File: config.mk
export PLATFORM = sky130hd
export DESIGN_NAME = idll_ctrl
export DESIGN_NICKNAME = d
export VERILOG_FILES = /design/src/rtl/core/idll_pkg.sv /design/src/rtl/core/idll_ctrl.sv
export SDC_FILE = /design/constraint.sdc
export NUM_CORES = 1
export LEC_CHECK = 0
export ABC_AREA = 1
export BUFFER_PORTS_ARGS = -buffer_cell sky130_fd_sc_hd__buf_4
export CAP_MARGIN = 10
export CORE_MARGIN = 2
export CORE_UTILIZATION = 30
export CTS_BUF_LIST = sky130_fd_sc_hd__clkbuf_4 sky130_fd_sc_hd__clkbuf_8
export DETAILED_ROUTE_END_ITERATION = 16
export PLACE_DENSITY = 0.61
export SYNTH_ARGS = -nofsm -noshare
export SYNTH_HDL_FRONTEND = slang
export SYNTH_SLANG_ARGS = --single-unit
File: constraint.sdc
create_clock -name clk -period 1.3 [get_ports clk]
set_input_delay 0.065 -clock clk [delete_from_list [all_inputs] [get_ports clk]]
set_output_delay 0.065 -clock clk [all_outputs]
set_load 0.01 [all_outputs]
File: src/rtl/core/idll_pkg.sv
// Shared types, widths and codes for the indexed doubly linked list.
package idll_pkg;

  // Table geometry
  localparam int TABLE_DEPTH = 256;
  localparam int IDX_W       = $clog2(TABLE_DEPTH);
  localparam int LINK_W      = IDX_W + 1;
  localparam logic [LINK_W-1:0] LINK_NULL = '1;
  localparam int VALUE_W     = 32;

  // Request codes
  localparam logic [1:0] REQ_INSERT = 2'd0;
  localparam logic [1:0] REQ_SEARCH = 2'd1;
  localparam logic [1:0] REQ_DELETE = 2'd2;

  // Response status codes
  localparam logic [1:0] ST_DONE      = 2'd0;
  localparam logic [1:0] ST_NOT_FOUND = 2'd1;
  localparam logic [1:0] ST_FULL      = 2'd2;

  // Result slot source
  localparam logic [1:0] RS_ZERO  = 2'd0;
  localparam logic [1:0] RS_USED  = 2'd1;
  localparam logic [1:0] RS_PIDX  = 2'd2;
  localparam logic [1:0] RS_FOUND = 2'd3;

  typedef struct packed {
    logic [1:0]                req_type;
    logic signed [VALUE_W-1:0] value;
  } req_word_t;

  typedef struct packed {
    logic [1:0] status;
    logic [7:0] slot_index;
  } rsp_word_t;

  // Controller to datapath
  typedef struct packed {
    logic       accept;
    logic       scan;
    logic       ins_a;
    logic       ins_b;
    logic       del_wr;
    logic       res_load;
    logic [1:0] res_status;
    logic [1:0] res_sel;
    logic       out_load;
  } dp_cmd_t;

  // Datapath to controller
  typedef struct packed {
    logic [1:0] req_type;
    logic       full;
    logic       hit;
    logic       scan_end;
    logic       rsp_busy;
  } dp_stat_t;

endpackage

File: src/rtl/core/idll_ctrl.sv
// Controller: sequences insert, scan and unlink steps and the response hand-off.
module idll_ctrl
  import idll_pkg::*;
(
  input  logic     clk,
  input  logic     rst,
  input  logic     req_valid,
  output logic     req_stall,
  input  dp_stat_t stat,
  output dp_cmd_t  cmd
);

  localparam logic [2:0] S_IDLE     = 3'd0;
  localparam logic [2:0] S_DISPATCH = 3'd1;
  localparam logic [2:0] S_INS_A    = 3'd2;
  localparam logic [2:0] S_INS_B    = 3'd3;
  localparam logic [2:0] S_SCAN     = 3'd4;
  localparam logic [2:0] S_DEL_RD   = 3'd5;
  localparam logic [2:0] S_DEL_WR   = 3'd6;
  localparam logic [2:0] S_FINISH   = 3'd7;

  logic [2:0] state;
  logic [2:0] state_next;

  assign req_stall = state != S_IDLE;

  // Next state and datapath commands
  always_comb begin
    state_next = state;
    cmd        = '0;
    unique case (state)
      S_IDLE: begin
        if (req_valid) begin
          cmd.accept = 1'b1;
          state_next = S_DISPATCH;
        end
      end
      S_DISPATCH: begin
        priority if (stat.req_type == REQ_INSERT) begin
          if (stat.full) begin
            cmd.res_load   = 1'b1;
            cmd.res_status = ST_FULL;
            cmd.res_sel    = RS_ZERO;
            state_next     = S_FINISH;
          end else begin
            state_next = S_INS_A;
          end
        end else if (stat.req_type == REQ_SEARCH || stat.req_type == REQ_DELETE) begin
          state_next = S_SCAN;
        end else begin
          cmd.res_load   = 1'b1;
          cmd.res_status = ST_NOT_FOUND;
          cmd.res_sel    = RS_ZERO;
          state_next     = S_FINISH;
        end
      end
      S_INS_A: begin
        cmd.ins_a  = 1'b1;
        state_next = S_INS_B;
      end
      S_INS_B: begin
        cmd.ins_b      = 1'b1;
        cmd.res_load   = 1'b1;
        cmd.res_status = ST_DONE;
        cmd.res_sel    = RS_USED;
        state_next     = S_FINISH;
      end
      S_SCAN: begin
        cmd.scan = 1'b1;
        if (stat.hit) begin
          if (stat.req_type == REQ_DELETE) begin
            state_next = S_DEL_RD;
          end else begin
            cmd.res_load   = 1'b1;
            cmd.res_status = ST_DONE;
            cmd.res_sel    = RS_PIDX;
            state_next     = S_FINISH;
          end
        end else if (stat.scan_end) begin
          cmd.res_load   = 1'b1;
          cmd.res_status = ST_NOT_FOUND;
          cmd.res_sel    = RS_ZERO;
          state_next     = S_FINISH;
        end
      end
      S_DEL_RD: begin
        // links of the found slot are addressed here; their registered read data is ready in S_DEL_WR
        state_next = S_DEL_WR;
      end
      S_DEL_WR: begin
        cmd.del_wr     = 1'b1;
        cmd.res_load   = 1'b1;
        cmd.res_status = ST_DONE;
        cmd.res_sel    = RS_FOUND;
        state_next     = S_FINISH;
      end
      S_FINISH: begin
        if (!stat.rsp_busy) begin
          cmd.out_load = 1'b1;
          state_next   = S_IDLE;
        end
      end
      default: begin
        state_next = S_IDLE;
      end
    endcase
  end

  always_ff @(posedge clk) begin
    if (rst) begin
      state <= S_IDLE;
    end else begin
      state <= state_next;
    end
  end

  // A response is loaded only from the finish step
  a_load_finish: assert property (@(posedge clk) disable iff (rst)
    cmd.out_load |-> state == S_FINISH)
    else $error("response loaded outside finish step");

  // Unlink follows its link read directly
  a_del_order: assert property (@(posedge clk) disable iff (rst)
    cmd.del_wr |-> $past(state) == S_DEL_RD)
    else $error("unlink without link read");

endmodule

# Word-level counts from Yosys, hierarchy flattened
# Index checks and enable logic that the tools add are counted.
# Widths: inputs -> output; s select.
[word_totals] memories=0 romBits=0 mem_bits_rw=0 latchBits=0 register_bits=3 output_inout_bits=12 wordCells=43 inputBits=9
[op_classes] n_reduce_logical=6 n_eq_ne=12 mux=24 addsub=0 n_lt_le_gt_ge=0 n_bitwise=0 multipliers=0 n_div=0 shifts=0
[ops] op="$mux 5" count=6
[ops] op="$pmux 3 s7" count=1
[ops] op="$pmux 5 s4" count=1
[ops] op="$mux 3" count=6
[ops] op="$eq 3x3->1 const B" count=4
[ops] op="$mux 1" count=8
[ops] op="$eq 3x2->1 const B" count=2
[ops] op="$mux 2" count=2
[ops] op="$ne 2x2->1 const B" count=2
[ops] op="$eq 3x1->1 const B" count=1
[ops] op="$logic_not 3->1" count=1
[ops] op="$ne 3x3->1 const B" count=1
[ops] op="$reduce_and 3->1" count=1
[ops] op="$reduce_bool 3->1" count=1
[ops] op="$eq 2x1->1 const B" count=1
[ops] op="$eq 2x2->1 const B" count=1
[ops] op="$logic_not 2->1" count=1
[ops] op="$reduce_or 2->1" count=1
[ops] op="$logic_or 1x1->1" count=1

# Logic depth before layout (Yosys ltp)
# Gate-level depths: netlist of run 1.
[logic_depth] word_depth=5 depth_mapped=8 ltp_nobuf=7

# Least setup slack after synthesis of run 1
# No wires, ideal clock.
[synth_path] path_type="reg2out" start="register state[1]" end="output cmd[5] in the netlist's numbering" arrival_time_ps=1045 setup_slack_ps=190 stages_incl_launch_ff=8 path_cell_list="dfxtp_1 -> inv_2 -> nand2_1 -> nor2_2 -> inv_2 -> nor2_1 -> nor2_1 -> nand2_1"
[synth_lines] item="start, declared" line_no="idll_ctrl.sv:22" rtl="logic [2:0] state;"
[synth_lines] item="start signal, assigned" line_no="idll_ctrl.sv:113" rtl="state <= state_next;"
[synth_lines] item="end, declared" line_no="idll_ctrl.sv:10" rtl="output dp_cmd_t cmd"

==> summary.md, run 1 <==
| Metric | Value |
|---|---|
| Status | `complete, but fails checks` |
| Failing checks | `negative setup slack` |
| Final Core Density | `0.561` |
| Number of buffers inserted by port buffering | `20` |
| Most instantiated library cell after synthesis | `nand2_1` |
| Synth warn | `0` |
| Clock Tree Buf Depth | `2` |
| Main synth FF type | `dfxtp_1` |
| Initial Util | `0.327` |
| Sequential cell area | `68.8 um^2` |
| Register bit total from synthesis | `3` |
| Routed len/inst | `a little under 10 um` |
| Clock Pin Slew Worst Setup and Hold Paths | `0.03 ns` |
| Pwr Total | `between 1.5 and 2 mW` |
| DP HPWL | `923 um` |
| Area of the die | `around 1800 um^2` |
| Via count of the routed design | `549` |
| Worst skew pair latency | `0.23 ns` |
| Core Rows | `13` |
| Commonest cells post-synth | `nand2_1 (18), nor2_1 (14), inv_1 (11), inv_2 (4), nand3_1 (4)` |
| IO Count | `21` |
| Post-route setup slack | `-0.0531 ns` |
| Biggest register | `state` |
| Fin cells | `120` |
| Global-route wire length before repair | `around 1.9 mm` |
| Met3 Use GR | `0.0130` |
| Fillers | `140` |
| EDFF count, synth | `0` |
| Largest cells by area after synthesis | `nand2_1 (16%), dfxtp_1 (14%), nor2_1 (12%), inv_1 (9.6%), ha_1 (8.7%)` |
| # setup viols final | `1` |
| TritonRoute pass-1 iters | `4` |
| Post-Place Setup Slack | `around 0.070 ns` |
| Post-Synthesis Net Count | `86` |
| Critical R2R Capture | `state[2]$_SDFFE_PP0P_` |
| Worst setup SP type | `flip-flop` |
| Peak Freq | `739 MHz` |
| Worst slew pin tran | `approximately 0.22 ns` |
| Grt ovf | `0` |
| Power per cell area | `between 2000 and 2500 nW/um^2` |
| Synth async-reset ratio | `0` |
| Post-synthesis sequential area ratio | `0.140` |
| DP Cell Count | `110` |
| Die H | `~42 um` |
| Synth Instances | `74` |
| Leakage power | `around 0.41 nW` |
| Netlist cell types | `23` |
| Share of cells above drive strength 1 | `0.495` |
| CTS Buf Count | `3` |
| Synth top area share | `0.157` |
| FF-to-FF Start | `state[0]$_SDFFE_PP0P_` |
| Max Clock Skew | `roughly 0.0012 ns` |
| Peak VDD IR | `about 0.90 mV` |
| 1st-iter DRT viols | `2` |
| Pins Over Slew Limit | `0` |
| Unrepaired setup endpoints after global routing | `true` |
| Met1 usage | `0.145` |
| Crit path time final | `~1.4 ns` |
| Initial antenna violation count | `0` |
| Worst setup endpoint | `cmd[5]` |
| Max Cap Viol | `0` |
| Syn avg cell area | `between 5 and 6 um^2` |
| Fin Hold WS | `~0.18 ns` |
| DRC Markers | `0` |
| Setup slack, reg-to-reg | `roughly 0.090 ns` |
| Number of global-route vias before repair | `between 500 and 600` |
| Mapped Area | `~430 um^2` |
| Slew HR | `0.856` |
| Crit-path max FO | `6` |
| CP required | `1.24 ns` |
| Largest net degree at the start of global routing | `9` |
| Post-synthesis cell type with the largest combined area | `nand2_1` |
| HP Class | `in -> reg` |
| Critical path origin | `state[1]$_SDFFE_PP0P_` |
| CTS root buffer | `clkbuf_4` |
| Met2 Track Usage GR | `0.269` |
| Crit path arrival time | `around 1.3 ns` |
| H-tree levels | `1` |
| WS Path Type | `reg -> out` |
| Largest register FFs | `3` |
| Number of cells on the worst reg-to-reg path | `8` |
| Synthesis-to-finish area growth | `71.8%` |
| Critical Path End Type | `output pin` |
| N_diodes | `0` |
| Clock sink count | `3` |
| Die width | `about 42 um` |
| GP Congestion | `around 0.75` |
| Layout Nets | `about 120` |
| CTS tree | `yes` |
| Vias per cell | `about 4.6` |
| Period Utilization, post-route | `1.04` |
| Most used routing layer | `met2` |
| DRT antenna net count | `0` |
| Tot GR Track Use | `0.135` |
| CORE AREA | `1320 um^2` |
| Multi-input logic area | `~310 um^2` |
| Largest regs | `state: 3 flops` |
| Total Routed Length | `between 1 and 1.5 mm` |
| Final hold vios | `0` |
-- worst max-delay path, stage by stage (launching register included) --
cell and delay, ns:
dfxtp_2 0.41, nor2_4 0.09, nand2_8 0.07, inv_4 0.03
a21oi_2 0.13, inv_2 0.05, nor2_2 0.09, nand2_1 0.06
buf_6 0.12
-- worst min path at each step --
stage             from                     to  cells past startpoint
4_1_cts        stat[0]  state[1]$_SDFFE_PP0P_                      3
6_report       stat[0]  state[1]$_SDFFE_PP0P_                      3
3_5_place_dp       rst  state[1]$_SDFFE_PP0P_                      2
3_3_place_gp       rst  state[1]$_SDFFE_PP0P_                      2
5_1_grt        stat[0]  state[1]$_SDFFE_PP0P_                      3
2_1_floorplan      rst  state[1]$_SDFFE_PP0P_                      1
-- placed cells by master (no fill, tap or decap) --
cell type / netlist / layout
nand4_1: 1 / 1
nand3_2: 1 / 1
nor3_4: 1 / 1
inv_2: 4 / 2
dfxtp_4: 0 / 2
inv_4: 0 / 3
nor2_1: 14 / 11
or2_2: 1 / 1
ha_1: 3 / 3
buf_4: 1 / 24
buf_12: 0 / 1
o211ai_1: 1 / 1
nand2_8: 0 / 1
nor2_2: 1 / 4
nand2_2: 0 / 1
dfxtp_2: 0 / 1
nor2_4: 1 / 1
o21ai_1: 1 / 1
o21ai_0: 2 / 2
nand3_1: 4 / 4
nand2_1: 18 / 17
buf_6: 1 / 3
o21ai_2: 1 / 1
inv_1: 11 / 10
dlygate4sd3_1: 0 / 1
a21oi_1: 1 / 1
nor3_1: 1 / 1
clkbuf_4: 0 / 4
a21oi_2: 1 / 1
-- cells by family after synthesis --
family / Yosys count / synth area share
and+or+nand+nor: 44 / 0.494
buffers and inverters: 17 / 0.174
AOI/OAI and AO/OA: 7 / 0.105
adders and majority gates: 3 / 0.0872
DFF: 3 / 0.140
-- through the flow --
stage | TNS [ns] | cell area, um^2
after global placement | 0 | 616
after global routing | -0.217 | 739
after floorplan | 0 | 430
after CTS | -0.0609 | 716
after detailed placement | 0 | 616
final | -0.0531 | 739
-- metal layers --
layer,up-vias,share of wire
met2,18,0.57
met3,2,0.056
met5,-,0
met1,239,0.37
li1,290,-
met4,0,0.0043
-- layout make-up --
type,count,area share
timing repair buffer,29,0.330
multi-input combinational,54,0.425
sequential,3,0.0931
inverter,15,0.0863
tap,15,0.0254
clock buffer,4,0.0406
-- report_power, final --
group | total [mW] | switching [mW] | internal, mW
Clock | 0.180 | 0.0444 | 0.136
Sequential | 0.263 | 0.102 | 0.161
Combinational | 1.22 | 0.608 | 0.613
-- timing repair --
action,in CTS,in global routing
hold buffers,1,0
endpoints found under the hold margin,1,0
setup buffers,4,1
pin swaps,3,2
resized for setup,11,6
setup endpoints to repair,6,6
Note: power is estimated with default switching activity, not from simulation.
==> run 2, diff against run 1 <==
--- a/config.mk
+++ b/config.mk
@@ -11,8 +11,10 @@
 export CORE_MARGIN = 2
 export CORE_UTILIZATION = 30
 export CTS_BUF_LIST = sky130_fd_sc_hd__clkbuf_4 sky130_fd_sc_hd__clkbuf_8
+export CTS_CLUSTER_SIZE = 25
 export DETAILED_ROUTE_END_ITERATION = 16
 export PLACE_DENSITY = 0.61
+export RECOVER_POWER = 100
 export SYNTH_ARGS = -nofsm -noshare
 export SYNTH_HDL_FRONTEND = slang
 export SYNTH_SLANG_ARGS = --single-unit
==> run 2 against run 1 <==
The flow still finishes with violations (negative setup slack); critical path depth unchanged; routed wire length about the same; critical path type unchanged; core utilization down 0.28 points; largest cell class unchanged; fmax about the same; flip-flop and latch count unchanged; highest routed layer unchanged.
==> summary.md, run 2 (synthesis results as in run 1) <==
| Metric | Value |
|---|---|
| Status | `complete, but fails checks (unchanged)` |
| Failing checks | `negative setup slack (unchanged)` |
| Crit path time final | `1.35 ns (about the same)` |
| IO Count | `21 (unchanged)` |
| Max Clock Skew | `0.00119 ns (unchanged)` |
| 1st-iter DRT viols | `2 (unchanged)` |
| Clock Pin Slew Worst Setup and Hold Paths | `0.03 ns (about the same)` |
| HP Class | `in -> reg (unchanged)` |
| Post-DP Area | `616 um^2 (unchanged)` |
| Unrepaired setup endpoints after global routing | `true (unchanged)` |
| Global-route wire length before repair | `1.86 mm (unchanged)` |
| CTS Buf Count | `3 (unchanged)` |
| Largest net degree at the start of global routing | `9 (unchanged)` |
| Die H | `41.9 um (unchanged)` |
| Critical Path End Type | `output pin (unchanged)` |
| Number of buffers inserted by port buffering | `20 (unchanged)` |
| Max Cap Viol | `0 (unchanged)` |
| CP required | `1.24 ns (about the same)` |
| Largest register FFs | `3 (unchanged)` |
| Commonest non-fill, non-tap cell in the layout | `buf_4 (unchanged)` |
| Initial Util | `0.327 (unchanged)` |
| Synthesis-to-finish area growth | `70.9% (was 71.8%)` |
| CORE AREA | `1320 um^2 (unchanged)` |
| Clock sink count | `3 (unchanged)` |
| Total Routed Length | `1.16 mm (about the same)` |
| Peak VDD IR | `0.897 mV (was 0.899 mV)` |
| Routed len/inst | `9.63 um (about the same)` |
| Clock Tree Buf Depth | `2 (unchanged)` |
| Pwr Total | `1.65 mW (was 1.66 mW)` |
| Most frequent cells in the layout | `buf_4 (23), nand2_1 (17), nor2_1 (11) (was buf_4 (24), nand2_1 (17), nor2_1 (11))` |
| GP Congestion | `0.746 (unchanged)` |
| CTS root buffer | `clkbuf_4 (unchanged)` |
| Period Utilization, post-route | `1.04 (about the same)` |
| Worst skew pair latency | `0.23 ns (about the same)` |
| Slew HR | `0.856 (unchanged)` |
| N_diodes | `0 (unchanged)` |
| Layout Nets | `118 (unchanged)` |
| Crit path arrival time | `1.29 ns (about the same)` |
| Post-route setup slack | `-0.0530 ns (was -0.0531 ns)` |
| Grt ovf | `0 (unchanged)` |
| Crit-path max FO | `6 (unchanged)` |
| Final hold vios | `0 (unchanged)` |
| DRC Markers | `0 (unchanged)` |
| Number of global-route vias before repair | `506 (unchanged)` |
| Via count of the routed design | `549 (unchanged)` |
| Biggest register | `state (unchanged)` |
| TritonRoute pass-1 iters | `4 (unchanged)` |
| DP HPWL | `923 um (unchanged)` |
| Peak Freq | `739 MHz (about the same)` |
| WS Path Type | `reg -> out (unchanged)` |
| CTS tree | `yes (unchanged)` |
| Die width | `41.9 um (unchanged)` |
| Vias per cell | `4.58 (unchanged)` |
| Pins Over Slew Limit | `0 (unchanged)` |
| Share of cells above drive strength 1 | `0.486 (was 0.495)` |
| Area of the die | `1750 um^2 (unchanged)` |
| Worst slew pin tran | `0.215 ns (about the same)` |
| Tot GR Track Use | `0.135 (unchanged)` |
| Power per cell area | `2250 nW/um^2 (about the same)` |
| H-tree levels | `1 (unchanged)` |
| Finished Cell Area | `736 um^2 (was 739 um^2)` |
| Leakage power | `0.411 nW (was 0.415 nW)` |
| Largest regs | `state: 3 flops (unchanged)` |
| Worst setup SP type | `flip-flop (unchanged)` |
| Core Rows | `13 (unchanged)` |
| Initial antenna violation count | `0 (unchanged)` |
| # setup viols final | `1 (unchanged)` |
| DRT antenna net count | `0 (unchanged)` |
## run 2: cell types whose count changed in the layout (fill, tap and decap cells not counted)
cell / delta
buf_4: -1
clkbuf_1: +1
## run 2: layout make-up
class | count | area (um^2)
clock buffer | 4 | 30.0
fill | 140 | 582
inverter | 15 | 63.8
multi-input combinational | 54 | 314
sequential | 3 | 68.8
tap | 15 | 18.8
timing repair buffer | 29 | 240
## run 2: stage by stage
| stage | std cells | hold slack [ns] | setup WS, ns | setup TNS (ns) | util |
|---|---|---|---|---|---|
| 6_report | 120 | 0.184 | -0.0530 | -0.0530 | 0.558 |
| 5_1_grt | 120 | 0.181 | -0.139 | -0.217 | 0.558 |
| 4_1_cts | 119 | 0.173 | -0.0609 | -0.0609 | 0.543 |
| 3_5_place_dp | 110 | 0.241 | 0.0696 | 0 | 0.467 |
| 3_3_place_gp | 110 | 0.236 | 0.0820 | 0 | 0.467 |
| 2_1_floorplan | 74 | 0.134 | 0.190 | 0 | - |
## run 2: worst max-delay path: stages, from the launching register on
cell,delay (ns)
dfxtp_2,0.41
nor2_4,0.09
nand2_8,0.07
inv_4,0.03
a21oi_2,0.13
inv_2,0.05
nor2_2,0.09
nand2_1,0.06
buf_6,0.12
## run 2: layer usage
| layer | vias up | GRT usage | part of all wire |
|---|---|---|---|
| li1 | 290 | - | - |
| met1 | 239 | 0.145 | 0.37 |
| met2 | 18 | 0.269 | 0.57 |
| met3 | 2 | 0.0130 | 0.056 |
| met4 | 0 | 0.0387 | 0.0043 |
| met5 | - | 0 | 0 |
## run 2: repair_timing
item                                    4_1_cts  5_1_grt
resized for setup                            11        6
hold endpoints to repair                      1        0
endpoints found under the setup margin        6        6
pin swaps                                     3        2
setup buffers                                 4        1
hold buffers                                  1        0
## run 2: final timing paths
path                                             from               endpoint  slack (ns)  cells past startpoint
worst max-delay path            state[1]$_SDFFE_PP0P_                 cmd[5]       -0.05                      8
worst min-delay path                          stat[0]  state[1]$_SDFFE_PP0P_        0.18                      3
worst max register to register  state[0]$_SDFFE_PP0P_  state[2]$_SDFFE_PP0P_        0.09                      8
worst min register to register  state[0]$_SDFFE_PP0P_  state[1]$_SDFFE_PP0P_        0.60                      2
## run 2: report_power, final
group / total (mW) / internal, mW / leakage [nW] / switching, mW
Sequential: 0.263 / 0.161 / 0.0264 / 0.102
Combinational: 1.21 / 0.604 / 0.366 / 0.607
Clock: 0.180 / 0.136 / 0.0184 / 0.0444
Total: 1.65 / 0.901 / 0.411 / 0.753
==> run 3, diff against run 2 <==
--- a/config.mk
+++ b/config.mk
@@ -13,7 +13,7 @@
 export CTS_BUF_LIST = sky130_fd_sc_hd__clkbuf_4 sky130_fd_sc_hd__clkbuf_8
 export CTS_CLUSTER_SIZE = 25
 export DETAILED_ROUTE_END_ITERATION = 16
-export PLACE_DENSITY = 0.61
+export PLACE_DENSITY_LB_ADDON = 0.05
 export RECOVER_POWER = 100
 export SYNTH_ARGS = -nofsm -noshare
 export SYNTH_HDL_FRONTEND = slang
==> run 3 against run 2 <==
The run still ends with negative setup slack left; clock skew grew 0.0037 ns; critical path depth is the same; die area is the same; hold slack got worse by 0.033 ns; worst setup slack improved by 0.021 ns; routed wire length up 2.2%; global-route usage up 1.1 points; total power is 2.5% higher; via count increased by 0.73%; register-to-register slack improved by 0.05 ns; core utilization is 1.2 points higher; sequential share of layout area grew 0.13 points.
==> summary.md, run 3 (synthesis results as in run 1) <==
| Metric | Value |
|---|---|
| Via count of the routed design | `553 (was 549)` |
| Top Metal Used | `met3 (was met4)` |
| Initial antenna violation count | `0 (unchanged)` |
| N_diodes | `0 (unchanged)` |
| Critical Path End Type | `output pin (unchanged)` |
| Number of cells on the worst reg-to-reg path | `7 (was 8)` |
| Peak Freq | `750 MHz (was 739 MHz)` |
| Met2 wire length | `591 um (was 660 um)` |
| Largest net degree at the start of global routing | `9 (unchanged)` |
| Met3 WL post-DR | `46 um (was 65 um)` |
| H-tree levels | `1 (unchanged)` |
| Fin Hold WS | `0.151 ns (was 0.184 ns)` |
| # setup viols final | `1 (unchanged)` |
| Hold path endpoint | `state[1]$_SDFFE_PP0P_ (unchanged)` |
| Crit-path max FO | `7 (was 6)` |
| Core Rows | `13 (unchanged)` |
| Post-route setup slack | `-0.0325 ns (was -0.0530 ns)` |
| Synthesis-to-finish area growth | `74.7% (was 70.9%)` |
| Clock sink count | `3 (unchanged)` |
| GP Congestion | `0.741 (was 0.746)` |
| Worst skew pair latency | `0.23 ns (about the same)` |
| CTS root buffer | `clkbuf_4 (unchanged)` |
| Pins Over Slew Limit | `0 (unchanged)` |
| Grt ovf | `0 (unchanged)` |
| Setup slack, reg-to-reg | `0.14 ns (was 0.09 ns)` |
| CTS Buf Count | `3 (unchanged)` |
| Tot GR Track Use | `0.146 (was 0.135)` |
| Most frequent cells in the layout | `buf_4 (27), nand2_1 (16), nor2_1 (13) (was buf_4 (23), nand2_1 (17), nor2_1 (11))` |
| Largest regs | `state: 3 flops (unchanged)` |
| Largest register FFs | `3 (unchanged)` |
| Total Routed Length | `1.18 mm (was 1.16 mm)` |
| FF-to-FF Start | `state[2]$_SDFFE_PP0P_ (was state[0]$_SDFFE_PP0P_)` |
| Power per cell area | `2250 nW/um^2 (about the same)` |
| Hold_sp | `stat[0] (unchanged)` |
| DP HPWL | `916 um (was 923 um)` |
| Biggest register | `state (unchanged)` |
| Commonest non-fill, non-tap cell in the layout | `buf_4 (unchanged)` |
| Vias per cell | `4.50 (was 4.58)` |
| Max Cap Viol | `0 (unchanged)` |
| Initial Util | `0.327 (unchanged)` |
| Crit path arrival time | `1.27 ns (was 1.29 ns)` |
| Slew HR | `0.867 (was 0.856)` |
| Setup TNS | `-0.0325 ns (was -0.0530 ns)` |
| Number of global-route vias before repair | `497 (was 506)` |
| Period Utilization, post-route | `1.02 (was 1.04)` |
| Number of buffers inserted by port buffering | `20 (unchanged)` |
| IO Count | `21 (unchanged)` |
| Clock Pin Slew Worst Setup and Hold Paths | `0.04 ns (was 0.03 ns)` |
| WS Path Type | `reg -> out (unchanged)` |
| Hold Path Depth | `3 (unchanged)` |
| 1st-iter DRT viols | `8 (was 2)` |
| Routed len/inst | `9.59 um (was 9.63 um)` |
| CP required | `1.24 ns (about the same)` |
| Area of the die | `1750 um^2 (unchanged)` |
| Worst slew pin tran | `0.197 ns (was 0.215 ns)` |
| Leakage power | `0.431 nW (was 0.411 nW)` |
| CORE AREA | `1320 um^2 (unchanged)` |
| DRT antenna net count | `0 (unchanged)` |
| Status | `complete, but fails checks (unchanged)` |
| Final hold vios | `0 (unchanged)` |
| Met1 WL | `542 um (was 423 um)` |
| Die width | `41.9 um (unchanged)` |
| Critical R2R Capture | `state[2]$_SDFFE_PP0P_ (unchanged)` |
| CTS tree | `yes (unchanged)` |
| Global-route wire length before repair | `2.04 mm (was 1.86 mm)` |
| TritonRoute pass-1 iters | `4 (unchanged)` |
| Worst setup SP type | `flip-flop (unchanged)` |
| Clock Tree Buf Depth | `2 (unchanged)` |
| DRC Markers | `0 (unchanged)` |
| Peak VDD IR | `1.03 mV (was 0.897 mV)` |
| Failing checks | `negative setup slack (unchanged)` |
| Unrepaired setup endpoints after global routing | `true (unchanged)` |
| Die H | `41.9 um (unchanged)` |
| Layout Nets | `121 (was 118)` |
| Max Clock Skew | `0.00488 ns (was 0.00119 ns)` |
| Share of cells above drive strength 1 | `0.500 (was 0.486)` |
| Crit path time final | `1.33 ns (was 1.35 ns)` |
| HP Class | `in -> reg (unchanged)` |
## run 3: cell types whose count changed in the layout (fill, tap and decap cells not counted), moves of 2 or more
cell and delta:
nor2_1 +2, nor2_2 -4, nor2_4 +2, buf_4 +4
## run 3: through the flow
step                 util  setup slack (ns)  instances  power [mW]  area, um^2
finish              0.571           -0.0325        123        1.70         752
global route        0.571            -0.134        123        1.85         752
CTS                 0.528           -0.0146        119        1.52         696
detailed placement  0.469            0.0728        112        1.21         618
global placement    0.469            0.0657        112        1.22         618
floorplan               -             0.190         74       0.845         430
## run 3: area by class of cell
type	instances	area, um^2
inverter	15	61.3
fill	133	566
sequential	3	71.3
tap	15	18.8
multi-input combinational	54	313
timing repair buffer	32	258
clock buffer	4	30.0
## run 3: what timing repair did
item,in CTS,in global routing
endpoints found under the setup margin,5,4
setup buffers,3,4
hold buffers,1,0
pin swaps,4,7
resized for setup,11,8
endpoints found under the hold margin,1,0
## run 3: worst max path at each step
| stage | startpoint | endpoint | slack [ns] |
|---|---|---|---|
| 2_1_floorplan | state[1]$_SDFFE_PP0P_ | cmd[5] | 0.19 |
| 3_3_place_gp | state[0]$_SDFFE_PP0P_ | cmd[5] | 0.07 |
| 3_5_place_dp | state[0]$_SDFFE_PP0P_ | cmd[5] | 0.07 |
| 4_1_cts | state[1]$_SDFFE_PP0P_ | cmd[5] | -0.01 |
| 5_1_grt | state[0]$_SDFFE_PP0P_ | cmd[5] | -0.13 |
| 6_report | state[0]$_SDFFE_PP0P_ | cmd[5] | -0.03 |
## run 3: metal layers
| layer | up-vias | track usage |
|---|---|---|
| met5 | - | 0 |
| met4 | 0 | 0 |
| met3 | 0 | 0.0435 |
| met2 | 12 | 0.250 |
| met1 | 248 | 0.190 |
| li1 | 293 | - |
## run 3: power by group
group,internal [mW],leakage [nW],switching [mW],total (mW)
combinational,0.630,0.386,0.587,1.22
clock,0.136,0.0184,0.0459,0.182
sequential,0.168,0.0267,0.129,0.297
total,0.934,0.431,0.761,1.70
## run 3: worst max-delay path, stage by stage, from the launching register on
cell     delay, ns
dfxtp_4       0.39
nor2_4        0.07
nand2_4       0.07
inv_2         0.04
a21oi_2       0.13
inv_2         0.04
nor2_1        0.10
nand2_1       0.08
buf_6         0.12
